[src/slm_pkg.sv]
package slm_pkg;

  localparam int unsigned DefMaxSteps = 32;
  localparam int unsigned StepsCap32 = 32;
  localparam logic [5:0] StepsReset = 6'd20;
  localparam logic [5:0] StepsMin = 6'd2;

  localparam logic [16:0] FullD = 17'd117760;
  localparam logic [16:0] OverMinD = 17'd113050;
  localparam logic [12:0] RecipMul = 13'd4560;

  localparam logic [7:0] GlyphSpace = 8'h20;

  typedef struct packed {
    logic signed [15:0] level_left;
    logic signed [15:0] level_right;
    logic               redraw;
  } slm_in_t;

  typedef struct packed {
    logic [3:0] cell_index;
    logic [7:0] glyph_code;
    logic       overload_light;
    logic       clip_light;
    logic       last_cell;
  } slm_out_t;

  typedef enum logic [2:0] {
    ST_IDLE,
    ST_DEFL,
    ST_SCALE,
    ST_RECIP,
    ST_CHECK,
    ST_EMIT
  } slm_state_t;

  typedef struct packed {
    logic load;
    logic defl;
    logic scale;
    logic recip;
    logic commit;
    logic next_cell;
  } slm_cmd_t;

  typedef struct packed {
    logic changed;
    logic last;
  } slm_sts_t;

  function automatic logic [7:0] glyph_lookup(input logic [3:0] v);
    logic [7:0] g;
    case (v)
      4'd0:    g = GlyphSpace;
      4'd1:    g = 8'h08;
      4'd2:    g = 8'h01;
      4'd3:    g = 8'h01;
      4'd4:    g = 8'h02;
      4'd5:    g = 8'h03;
      4'd6:    g = 8'h03;
      4'd7:    g = 8'h04;
      4'd8:    g = 8'h05;
      4'd9:    g = 8'h06;
      4'd10:   g = GlyphSpace;
      4'd11:   g = GlyphSpace;
      4'd12:   g = 8'h05;
      4'd13:   g = 8'h06;
      4'd14:   g = 8'h07;
      4'd15:   g = 8'h07;
      default: g = GlyphSpace;
    endcase
    return g;
  endfunction

endpackage

[src/slm_ctrl.sv]
module slm_ctrl (
  input  logic              clk,
  input  logic              rst_n,
  input  logic              in_valid,
  input  logic              out_stall,
  input  slm_pkg::slm_sts_t sts,
  output slm_pkg::slm_cmd_t cmd,
  output logic              in_stall,
  output logic              out_valid
);
  import slm_pkg::*;

  slm_state_t state_r;
  slm_state_t state_nxt;

  always_ff @(posedge clk) begin
    if (!rst_n) begin
      state_r <= ST_IDLE;
    end else begin
      state_r <= state_nxt;
    end
  end

  always_comb begin
    state_nxt = state_r;
    case (state_r)
      ST_IDLE: begin
        if (in_valid) begin
          state_nxt = ST_DEFL;
        end
      end
      ST_DEFL:  state_nxt = ST_SCALE;
      ST_SCALE: state_nxt = ST_RECIP;
      ST_RECIP: state_nxt = ST_CHECK;
      ST_CHECK: begin
        if (sts.changed) begin
          state_nxt = ST_EMIT;
        end else begin
          state_nxt = ST_IDLE;
        end
      end
      ST_EMIT: begin
        if (!out_stall && sts.last) begin
          state_nxt = ST_IDLE;
        end
      end
      default: state_nxt = ST_IDLE;
    endcase
  end

  always_comb begin
    cmd       = '0;
    in_stall  = 1'b1;
    out_valid = 1'b0;
    case (state_r)
      ST_IDLE: begin
        in_stall = 1'b0;
        cmd.load = in_valid;
      end
      ST_DEFL:  cmd.defl = 1'b1;
      ST_SCALE: cmd.scale = 1'b1;
      ST_RECIP: cmd.recip = 1'b1;
      ST_CHECK: cmd.commit = sts.changed;
      ST_EMIT: begin
        out_valid     = 1'b1;
        cmd.next_cell = !out_stall;
      end
      default: begin
        in_stall = 1'b1;
      end
    endcase
  end

endmodule

[src/slm_dp.sv]
module slm_dp #(
  parameter int unsigned MAX_STEPS = slm_pkg::DefMaxSteps
) (
  input  logic              clk,
  input  logic              rst_n,
  input  slm_pkg::slm_in_t  in_data,
  input  logic              cfg_we,
  input  logic [5:0]        cfg_wdata,
  input  slm_pkg::slm_cmd_t cmd,
  output slm_pkg::slm_sts_t sts,
  output slm_pkg::slm_out_t out_data
);
  import slm_pkg::*;

  localparam int unsigned Cap = (MAX_STEPS < StepsCap32) ? MAX_STEPS : StepsCap32;

  logic [5:0]         cfg_steps_r;
  logic signed [15:0] lvl_l_r;
  logic signed [15:0] lvl_r_r;
  logic               redraw_r;
  logic [5:0]         steps_r;
  logic [16:0]        dl_r;
  logic [16:0]        dr_r;
  logic               over_r;
  logic               clip_r;
  logic [11:0]        ql_r;
  logic [11:0]        qr_r;
  logic [5:0]         fl_r;
  logic [5:0]         fr_r;
  logic [5:0]         prev_l_r;
  logic [5:0]         prev_r_r;
  logic [3:0]         cell_r;

  logic [5:0]  steps_eff;
  logic [16:0] dl_nxt;
  logic [16:0] dr_nxt;
  logic [22:0] prod_l;
  logic [22:0] prod_r;
  logic [24:0] rec_l;
  logic [24:0] rec_r;
  logic [4:0]  cells;
  logic [5:0]  j_lo;
  logic [5:0]  j_hi;
  logic [3:0]  quad;

  function automatic logic [16:0] deflect(input logic signed [15:0] x);
    logic signed [17:0] xe;
    logic signed [17:0] d;
    xe = {{2{x[15]}}, x};
    if (xe < -18'sd17920) begin
      d = '0;
    end else if (xe >= 18'sd1536) begin
      d = $signed({1'b0, FullD});
    end else if (xe < -18'sd15360) begin
      d = xe + 18'sd17920;
    end else if (xe < -18'sd12800) begin
      d = 18'sd2 * (xe + 18'sd15360) + 18'sd2560;
    end else if (xe < -18'sd10240) begin
      d = 18'sd3 * (xe + 18'sd12800) + 18'sd7680;
    end else if (xe < -18'sd7680) begin
      d = 18'sd6 * (xe + 18'sd10240) + 18'sd15360;
    end else if (xe < -18'sd5120) begin
      d = 18'sd8 * (xe + 18'sd7680) + 18'sd30720;
    end else begin
      d = 18'sd10 * (xe + 18'sd5120) + 18'sd51200;
    end
    return d[16:0];
  endfunction

  always_comb begin
    steps_eff = cfg_steps_r;
    if (steps_eff > 6'(Cap)) begin
      steps_eff = 6'(Cap);
    end
    if (steps_eff < StepsMin) begin
      steps_eff = StepsMin;
    end
    steps_eff = {steps_eff[5:1], 1'b0};
  end

  assign dl_nxt = deflect(lvl_l_r);
  assign dr_nxt = deflect(lvl_r_r);
  assign prod_l = 23'(dl_r) * 23'(steps_r);
  assign prod_r = 23'(dr_r) * 23'(steps_r);
  assign rec_l  = 25'(ql_r) * 25'(RecipMul);
  assign rec_r  = 25'(qr_r) * 25'(RecipMul);

  always_ff @(posedge clk) begin
    if (!rst_n) begin
      cfg_steps_r <= StepsReset;
      prev_l_r    <= '0;
      prev_r_r    <= '0;
    end else begin
      if (cfg_we) begin
        cfg_steps_r <= cfg_wdata;
      end
      if (cmd.commit) begin
        prev_l_r <= fl_r;
        prev_r_r <= fr_r;
      end
    end
  end

  always_ff @(posedge clk) begin
    if (cmd.load) begin
      lvl_l_r  <= in_data.level_left;
      lvl_r_r  <= in_data.level_right;
      redraw_r <= in_data.redraw;
      steps_r  <= steps_eff;
    end
    if (cmd.defl) begin
      dl_r   <= dl_nxt;
      dr_r   <= dr_nxt;
      over_r <= (dl_nxt >= OverMinD) || (dr_nxt >= OverMinD);
      clip_r <= (dl_nxt == FullD) || (dr_nxt == FullD);
    end
    if (cmd.scale) begin
      ql_r <= prod_l[21:10];
      qr_r <= prod_r[21:10];
    end
    if (cmd.recip) begin
      fl_r <= rec_l[24:19];
      fr_r <= rec_r[24:19];
    end
    if (cmd.commit) begin
      cell_r <= '0;
    end else if (cmd.next_cell) begin
      cell_r <= cell_r + 4'd1;
    end
  end

  assign cells = steps_r[5:1];
  assign j_lo  = {1'b0, cell_r, 1'b1};
  assign j_hi  = j_lo + 6'd1;
  assign quad  = {fr_r >= j_hi, fr_r >= j_lo, fl_r >= j_hi, fl_r >= j_lo};

  assign sts.changed = (fl_r != prev_l_r) || (fr_r != prev_r_r) || redraw_r;
  assign sts.last    = ({1'b0, cell_r} == (cells - 5'd1));

  assign out_data.cell_index     = cell_r;
  assign out_data.glyph_code     = glyph_lookup(quad);
  assign out_data.overload_light = over_r;
  assign out_data.clip_light     = clip_r;
  assign out_data.last_cell      = sts.last;

endmodule

[src/stereo_log_meter_lcd_cells.sv]
// Channel   Direction  Handshake          Payload
// in_*      input      in_valid/in_stall  slm_in_t: left level, right level, redraw
// out_*     output     out_valid/out_stall slm_out_t: cell index, glyph, lights, last
// cfg_*     input      cfg_we             cfg_wdata: number of fill steps
//
// An item passes through deflection, scaling, the reciprocal multiply and a
// change check, then one cell per cycle while the output is not stalled: no
// cells when nothing changes, steps/2 cells otherwise.
// The controller walks one item at a time, so in_stall stays high until the
// last cell has been taken. Reset is synchronous and active low; it sets the
// step count to 20 and clears the stored fills.
module stereo_log_meter_lcd_cells #(
  parameter int unsigned MAX_STEPS = slm_pkg::DefMaxSteps
) (
  input  logic             clk,
  input  logic             rst_n,
  input  logic             in_valid,
  output logic             in_stall,
  input  slm_pkg::slm_in_t  in_data,
  output logic             out_valid,
  input  logic             out_stall,
  output slm_pkg::slm_out_t out_data,
  input  logic             cfg_we,
  input  logic [5:0]       cfg_wdata
);
  import slm_pkg::*;

  slm_cmd_t cmd;
  slm_sts_t sts;

  slm_ctrl u_ctrl (
    .clk       (clk),
    .rst_n     (rst_n),
    .in_valid  (in_valid),
    .out_stall (out_stall),
    .sts       (sts),
    .cmd       (cmd),
    .in_stall  (in_stall),
    .out_valid (out_valid)
  );

  slm_dp #(
    .MAX_STEPS (MAX_STEPS)
  ) u_dp (
    .clk       (clk),
    .rst_n     (rst_n),
    .in_data   (in_data),
    .cfg_we    (cfg_we),
    .cfg_wdata (cfg_wdata),
    .cmd       (cmd),
    .sts       (sts),
    .out_data  (out_data)
  );

  a_no_accept_while_emitting: assert property (@(posedge clk) disable iff (!rst_n)
    out_valid |-> in_stall)
    else $error("input item accepted while cells are being emitted");

  a_last_ends_update: assert property (@(posedge clk) disable iff (!rst_n)
    out_valid && !out_stall && out_data.last_cell |=> !out_valid)
    else $error("cell emitted after the last cell of an update");

  a_index_steps: assert property (@(posedge clk) disable iff (!rst_n)
    out_valid && !out_stall && !out_data.last_cell |=>
      out_valid && (out_data.cell_index == $past(out_data.cell_index) + 4'd1))
    else $error("cell index did not advance by one");

  a_lights_hold: assert property (@(posedge clk) disable iff (!rst_n)
    out_valid && !out_stall && !out_data.last_cell |=>
      out_data.clip_light == $past(out_data.clip_light) &&
      out_data.overload_light == $past(out_data.overload_light))
    else $error("lights changed within one update");

  a_clip_implies_over: assert property (@(posedge clk) disable iff (!rst_n)
    out_valid && out_data.clip_light |-> out_data.overload_light)
    else $error("clip shown without overload");

endmodule
[config.mk]
export PLATFORM = sky130hd
export DESIGN_NAME = stereo_log_meter_lcd_cells
export DESIGN_NICKNAME = d
export VERILOG_FILES = /design/src/slm_pkg.sv /design/src/slm_ctrl.sv /design/src/slm_dp.sv /design/src/stereo_log_meter_lcd_cells.sv
export SDC_FILE = /design/constraint.sdc
export NUM_CORES = 1
export LEC_CHECK = 0
export BUFFER_PORTS_ARGS = -buffer_cell sky130_fd_sc_hd__buf_4
export CORE_UTILIZATION = 66
export CTS_CLUSTER_SIZE = 10
export DETAILED_ROUTE_END_ITERATION = 12
export PLACE_DENSITY = 0.84
export SETUP_SLACK_MARGIN = 0.2
export SLEW_MARGIN = 25
export SYNTH_ARGS = -nofsm -noshare
export SYNTH_HDL_FRONTEND = slang
export SYNTH_SLANG_ARGS = --single-unit
[constraint.sdc]
create_clock -name clk -period 5.95 [get_ports clk]
set_clock_uncertainty 0.05 [all_clocks]
set_input_delay 1.785 -clock clk [delete_from_list [all_inputs] [get_ports clk]]
set_output_delay 1.785 -clock clk [all_outputs]
set_load 0.02 [all_outputs]
==> metrics, run 1 <==
run status=finished, final reports clean; initial DRC count=1630; ANT nets after route=0; CP arrival=5.39 ns; hold wc startpoint=u_dp.prev_l_r[0]; area delta synth->final=6.43%; Post-synth EDFFs=110; CP max FO=36; Final Hold Vio Count=0; synth unique cells=109; hold buffers post-CTS=0; Critical Path Start Type=flop; post-DR vias/cell=6.21; crit path kind=reg2reg; global-route wire length before repair=84000 µm; Post-Layout Cell Count=2841; pwr/cell area=488 nW/µm²; Reg2Reg Depth=17; Crit path max-delay family=compound AO/OA/AOI/OAI gates; Post-Synthesis Mean Instance Area=9.07 µm²; clock tree buffer depth=2; post-synth top area share=0.213; H-tree depth=4; min Tclk post-route=5.24 ns; Design Area, Final=22900 µm²; hold depth=2; placed inst area=22200 µm²; Tcrit/Tclk final=0.881; worst min path class=reg2reg; # setup viols final=0; IO Pins=61; CP Buf/Inv Count=2; Top Usage Layer GRT=met2; CP endpoint kind=flop; Final Wtd Congestion=0.976; Layout Utilization=0.719; cell accounting for the most synthesized area=ha_1; grt total ovfl=0; row count=65; CP max-delay cell=fa_1; largest net degree at the start of global routing=39; proportion of layout cells with a drive suffix above 1=0.0715; most frequent CP cell=fa_1; Worst path max stage delay=0.54 ns; flops & latches, synth=134; Seq/Total Area, Yosys=0.176; drt pass-1 iters=8; worst reg2reg path startpoint=u_dp.steps_r[5]; antenna violations before repair=0; Synth Warn #=0; top cells by area, synth=ha_1 21%, edfxtp_1 15%, fa_1 14%, xnor2_1 5.4%, inv_1 5.1%; synthesized area=21500 µm²; cell count after placement=2806; GRT Total Usage=0.311; leakage power=10.6 nW; clk sinks=134; relative slew slack=0.282; VDD IR-drop max=574 µV; Max-cap violations=0; post-detail-place hpwl=39800 µm; final wirelength=50900 µm; GR Util met2=0.542; met3 Use GR=0.0511; FF-to-FF End=u_dp.ql_r[10]; Layout fillers=2331; vias post-DR=17600; nets@finish=2957; maximum clock frequency=191 MHz; clk_lat worst skew=0.46 ns; met1 Use GR=0.386; Die Wd=182 µm; antenna diode count=0; top cells by count, synth=366 x ha_1, 293 x inv_1, 218 x nand2_1; die area=33300 µm²; clock buffer count from CTS=17; Worst-Margin Slew=1.07 ns; Port Buffers=56; sum of negative setup slack=0 ns; Reg clk slew, reported paths=0.07 ns; core area=31800 µm²; Syn Inst Count=2370; vias in the first global route=17700; initial core utilization=0.676; Worst EP required=6.10 ns; CTS tree=built; die height=182 µm; cell with the most instances after synthesis=ha_1; crit-path cells=buf_4 -> nand2_1 -> fa_1 -> inv_1 -> fa_1 -> fa_1 -> ha_1 -> o21a_1 -> o21ai_0 -> nor2_1 -> a221o_1 -> o211ai_1 -> nand3_1 -> o41ai_2 -> o21bai_1 -> a211oi_1 -> nor2_1; Async SR Flop Fraction=0; unrepaired setup endpoints after global routing=no; Main synth FF type=edfxtp_1; Hold EP=u_dp.prev_l_r[0]; Final Max Tran Viols=0; routed len/inst=17.9 µm; clk root buf=clkbuf_16; register-to-register setup slack=0.71 ns; drt drc=0
==> power breakdown <==
group | leakage, nW | internal [mW] | switching [mW]
registers | 1.23 | 1.39 | 0.269
clock network | 0.298 | 0.620 | 0.505
logic | 9.07 | 3.67 | 4.71
==> layout by cell type (no fill, tap or decap), types with 8 or more instances in the layout <==
cell type    n
clkbuf_16   18
o21bai_1    11
xor2_1      44
a31oi_1     23
o21ai_0     69
mux2i_1     15
nand3_1     39
xnor2_1    133
inv_1      293
buf_4       72
nand2_1    218
a221oi_1    12
a21boi_0    20
o21a_1      24
ha_1       366
nor3_1      42
nor2b_1     29
nand4_1     12
nor2_1     125
or3_1        9
nand2b_1    16
edfxtp_1   110
o31ai_1      8
a21o_1      36
nor4_1       8
and2_1      85
o211ai_1    14
o22ai_1     11
o21ai_1      9
o221ai_1     8
and3_1      19
fa_1       154
a211oi_1    26
a21oi_1    117
dfxtp_1     24
==> worst register-to-register path, stage by stage (launching register included) <==
cell      delay (ns)
edfxtp_1        0.32
buf_4           0.34
nand2_1         0.15
fa_1            0.54
inv_1           0.05
fa_1            0.50
fa_1            0.49
ha_1            0.30
o21a_1          0.17
o21ai_0         0.29
nor2_1          0.09
a221o_1         0.38
o211ai_1        0.21
nand3_1         0.18
o41ai_2         0.43
o21bai_1        0.18
a211oi_1        0.25
nor2_1          0.06
==> metal layers <==
layer,share of wire,up-vias
li1,-,8285
met1,0.41,8436
met2,0.49,788
met3,0.076,140
met4,0.028,0
met5,0,-
==> cells by family after synthesis <==
logic type      after synthesis  synth area share
buf+inv                     368            0.0691
other cells                   1          0.000174
flops                       134             0.176
mux                          17           0.00803
compound gates              490             0.162
fa+ha+maj                   520             0.356
simple gates                661             0.154
xor+xnor                    179            0.0739
==> layout make-up <==
type	count	area, µm²	area share
clock inverter	14	151	0.00662
timing repair buffer	74	576	0.0252
sequential	134	3780	0.165
inverter	296	1110	0.0486
tap	435	544	0.0238
multi-input combinational	1870	16300	0.711
clock buffer	18	450	0.0197
==> timing repair <==
action	CTS	global route
endpoints found under the setup margin	0	3
resized for setup	0	1
setup buffers	0	2
==> per-stage QoR <==
| stage | worst slack [ns] | hold WS, ns | power (mW) |
|---|---|---|---|
| after floorplan | 0.883 | 0.405 | 7.94 |
| after global placement | 0.653 | 0.410 | 9.27 |
| after CTS | 0.407 | 0.436 | 11.1 |
| final | 0.709 | 0.431 | 11.2 |
| after global routing | 0.377 | 0.463 | 12.3 |
| after detailed placement | 0.405 | 0.427 | 9.84 |
==> worst max-delay path by stage <==
stage | startpoint | to | slack [ns] | cells past startpoint
6_report | u_dp.steps_r[5] | u_dp.ql_r[10] | 0.71 | 17
5_1_grt | u_dp.steps_r[5] | u_dp.ql_r[10] | 0.38 | 17
4_1_cts | u_dp.steps_r[4] | u_dp.ql_r[10] | 0.41 | 16
3_5_place_dp | u_dp.steps_r[4] | u_dp.ql_r[10] | 0.40 | 16
3_3_place_gp | u_dp.steps_r[4] | u_dp.qr_r[11] | 0.65 | 17
2_1_floorplan | u_dp.steps_r[5] | u_dp.ql_r[10] | 0.88 | 18
==> registers in the layout, summed over array words and instances (netlist names), 5 cells and up <==
name and count:
u_dp.lvl_r_r 16, u_dp.lvl_l_r 16, u_dp.steps_r 5, u_dp.fr_r 6, u_dp.ql_r 12, u_dp.cfg_steps_r 5
u_dp.dl_r 17, u_dp.prev_l_r 6, u_dp.fl_r 6, u_dp.dr_r 17, u_dp.prev_r_r 6, u_dp.qr_r 12
(Power assumes the default switching activity.)
==> run 2, diff against run 1 <==
--- a/config.mk
+++ b/config.mk
@@ -6,6 +6,7 @@
 export NUM_CORES = 1
 export LEC_CHECK = 0
 export BUFFER_PORTS_ARGS = -buffer_cell sky130_fd_sc_hd__buf_4
+export CAP_MARGIN = 20
 export CORE_UTILIZATION = 66
 export CTS_CLUSTER_SIZE = 10
 export DETAILED_ROUTE_END_ITERATION = 12
==> constraint.sdc (replaced) <==
create_clock -name clk -period 5.41 [get_ports clk]
set_clock_uncertainty 0.05 [all_clocks]
set_input_delay 1.623 -clock clk [delete_from_list [all_inputs] [get_ports clk]]
set_output_delay 1.623 -clock clk [all_outputs]
set_load 0.02 [all_outputs]
==> run 2 against run 1 <==
Clock power increased by 8%. Highest routed layer unchanged. Critical path type unchanged. Register-to-register slack got worse by 0.27 ns. Power increased by 11%. Combinational power increased by 12%. Sequential cell count unchanged. Via count decreased by 0.87%. Sequential power increased by 11%.
==> metrics, run 2 (synthesized netlist as in run 1, its figures left out) <==
run status=finished, final reports clean; # setup viols final=0; Post-Layout Cell Count=2846; clk root buf=clkbuf_16; Critical Path Start Type=flop; Final Hold Slack=0.427 ns; Tcrit/Tclk final=0.919; clock tree buffer depth=2; IO Pins=61; clock buffer count from CTS=17; Die Wd=182 µm; min Tclk post-route=4.97 ns; post-DR vias/cell=6.15; area delta synth->final=6.81%; proportion of layout cells with a drive suffix above 1=0.0759; relative slew slack=0.318; ANT nets after route=0; drt pass-1 iters=5; leakage power=10.6 nW; core area=31800 µm²; Final Max Tran Viols=0; unrepaired setup endpoints after global routing=yes; CP max FO=36; pwr/cell area=541 nW/µm²; commonest non-fill, non-tap cell in the layout=ha_1; CP arrival=5.11 ns; grt total ovfl=0; nets@finish=2962; vias in the first global route=17800; placed inst area=22300 µm²; crit-path cells=buf_12 -> nand2_1 -> fa_1 -> inv_1 -> fa_1 -> fa_1 -> ha_1 -> o21a_1 -> o21ai_1 -> nor2_1 -> a221o_1 -> nor4_2 -> nor4_2 -> o31ai_2 -> nor2_1 -> a2111oi_2 -> xnor2_1; Max-cap violations=0; CTS tree=built; most frequent cells in the layout=366 x ha_1, 293 x inv_1, 218 x nand2_1; post-detail-place hpwl=40300 µm; hold buffers post-CTS=0; Worst path max stage delay=0.54 ns; Worst EP required=5.55 ns; Final Wtd Congestion=0.980; largest net degree at the start of global routing=38; biggest regs=u_dp.dl_r: 17 flops, u_dp.dr_r: 17 flops; die height=182 µm; clk_lat worst skew=0.46 ns; maximum clock frequency=201 MHz; footprint of the multi-input gates=16300 µm²; drt drc=0; global-route wire length before repair=85100 µm; H-tree depth=4; Worst-Margin Slew=1.02 ns; most frequent CP cell=fa_1; final wirelength=51300 µm; CP endpoint kind=flop; crit path kind=reg2reg; Layout fillers=2306; Design Power=12.4 mW; row count=65; antenna violations before repair=0; initial DRC count=1423; antenna diode count=0; initial core utilization=0.676; VDD IR-drop max=656 µV; GRT Total Usage=0.316; Port Buffers=56; Design Area, Final=23000 µm²; Final Hold Vio Count=0; Reg clk slew, reported paths=0.07 ns; die area=33300 µm²; vias post-DR=17500; Reg area=3780 µm²; worst min path class=reg2reg; sum of negative setup slack=0 ns; cell count after placement=2811; clk sinks=134; CP max-delay cell=fa_1; routed len/inst=18.0 µm
==> run 2: path summary, 6_finish.rpt <==
check	depth (start not counted)	slack, ns	from	to
setup / recovery	17	0.44	u_dp.steps_r[5]	u_dp.qr_r[11]
hold / removal	2	0.43	u_dp.prev_r_r[5]	u_dp.prev_r_r[5]
setup reg to reg	17	0.44	u_dp.steps_r[5]	u_dp.qr_r[11]
hold reg to reg	2	0.43	u_dp.prev_r_r[5]	u_dp.prev_r_r[5]
==> run 2: cell type report <==
class,count,area share
inverters,296,0.0484
flip-flops and latches,134,0.165
clock buffers,19,0.0207
multi-input cells,1870,0.710
repair buffers,79,0.0271
well taps,435,0.0237
clock inverters,13,0.00545
==> run 2: stage by stage <==
stage | utilization | setup slack (ns)
floorplan | - | 0.343
CTS | 0.720 | 0.203
finish | 0.722 | 0.437
detailed placement | 0.701 | 0.138
global placement | 0.701 | 0.299
global route | 0.722 | 0.158
==> run 2: worst max-delay path, delay by kind of cell (launching register included) <==
| kind | cells | cell delay [ns] |
|---|---|---|
| compound gates | 5 | 1.41 |
| simple gates | 5 | 0.63 |
| flops | 1 | 0.37 |
| fa+ha+maj | 4 | 1.85 |
| buf+inv | 2 | 0.25 |
| xor+xnor | 1 | 0.12 |
==> run 2: where the power goes <==
part	total [mW]	leakage, nW	internal, mW	switching [mW]
combinational	9.36	9.11	4.10	5.26
sequential	1.84	1.23	1.53	0.302
clock	1.22	0.292	0.663	0.552
total	12.4	10.6	6.29	6.12
==> run 2: what timing repair did <==
item / CTS / global route
buffers inserted: 0 / 3
hold endpoints to repair: 0 / 0
pin swaps: 1 / 2
setup endpoints to repair: 3 / 6
gates resized for setup: 1 / 8
==> run 2: metal layers <==
| metal | track usage | up-vias | routed length [µm] | share of wire |
|---|---|---|---|---|
| met3 | 0.0393 | 108 | 3050 | 0.060 |
| met4 | 0.117 | 0 | 1300 | 0.025 |
| met5 | 0 | - | 0 | 0 |
| met2 | 0.547 | 617 | 25200 | 0.49 |
| li1 | - | 8306 | - | - |
| met1 | 0.404 | 8465 | 21700 | 0.42 |
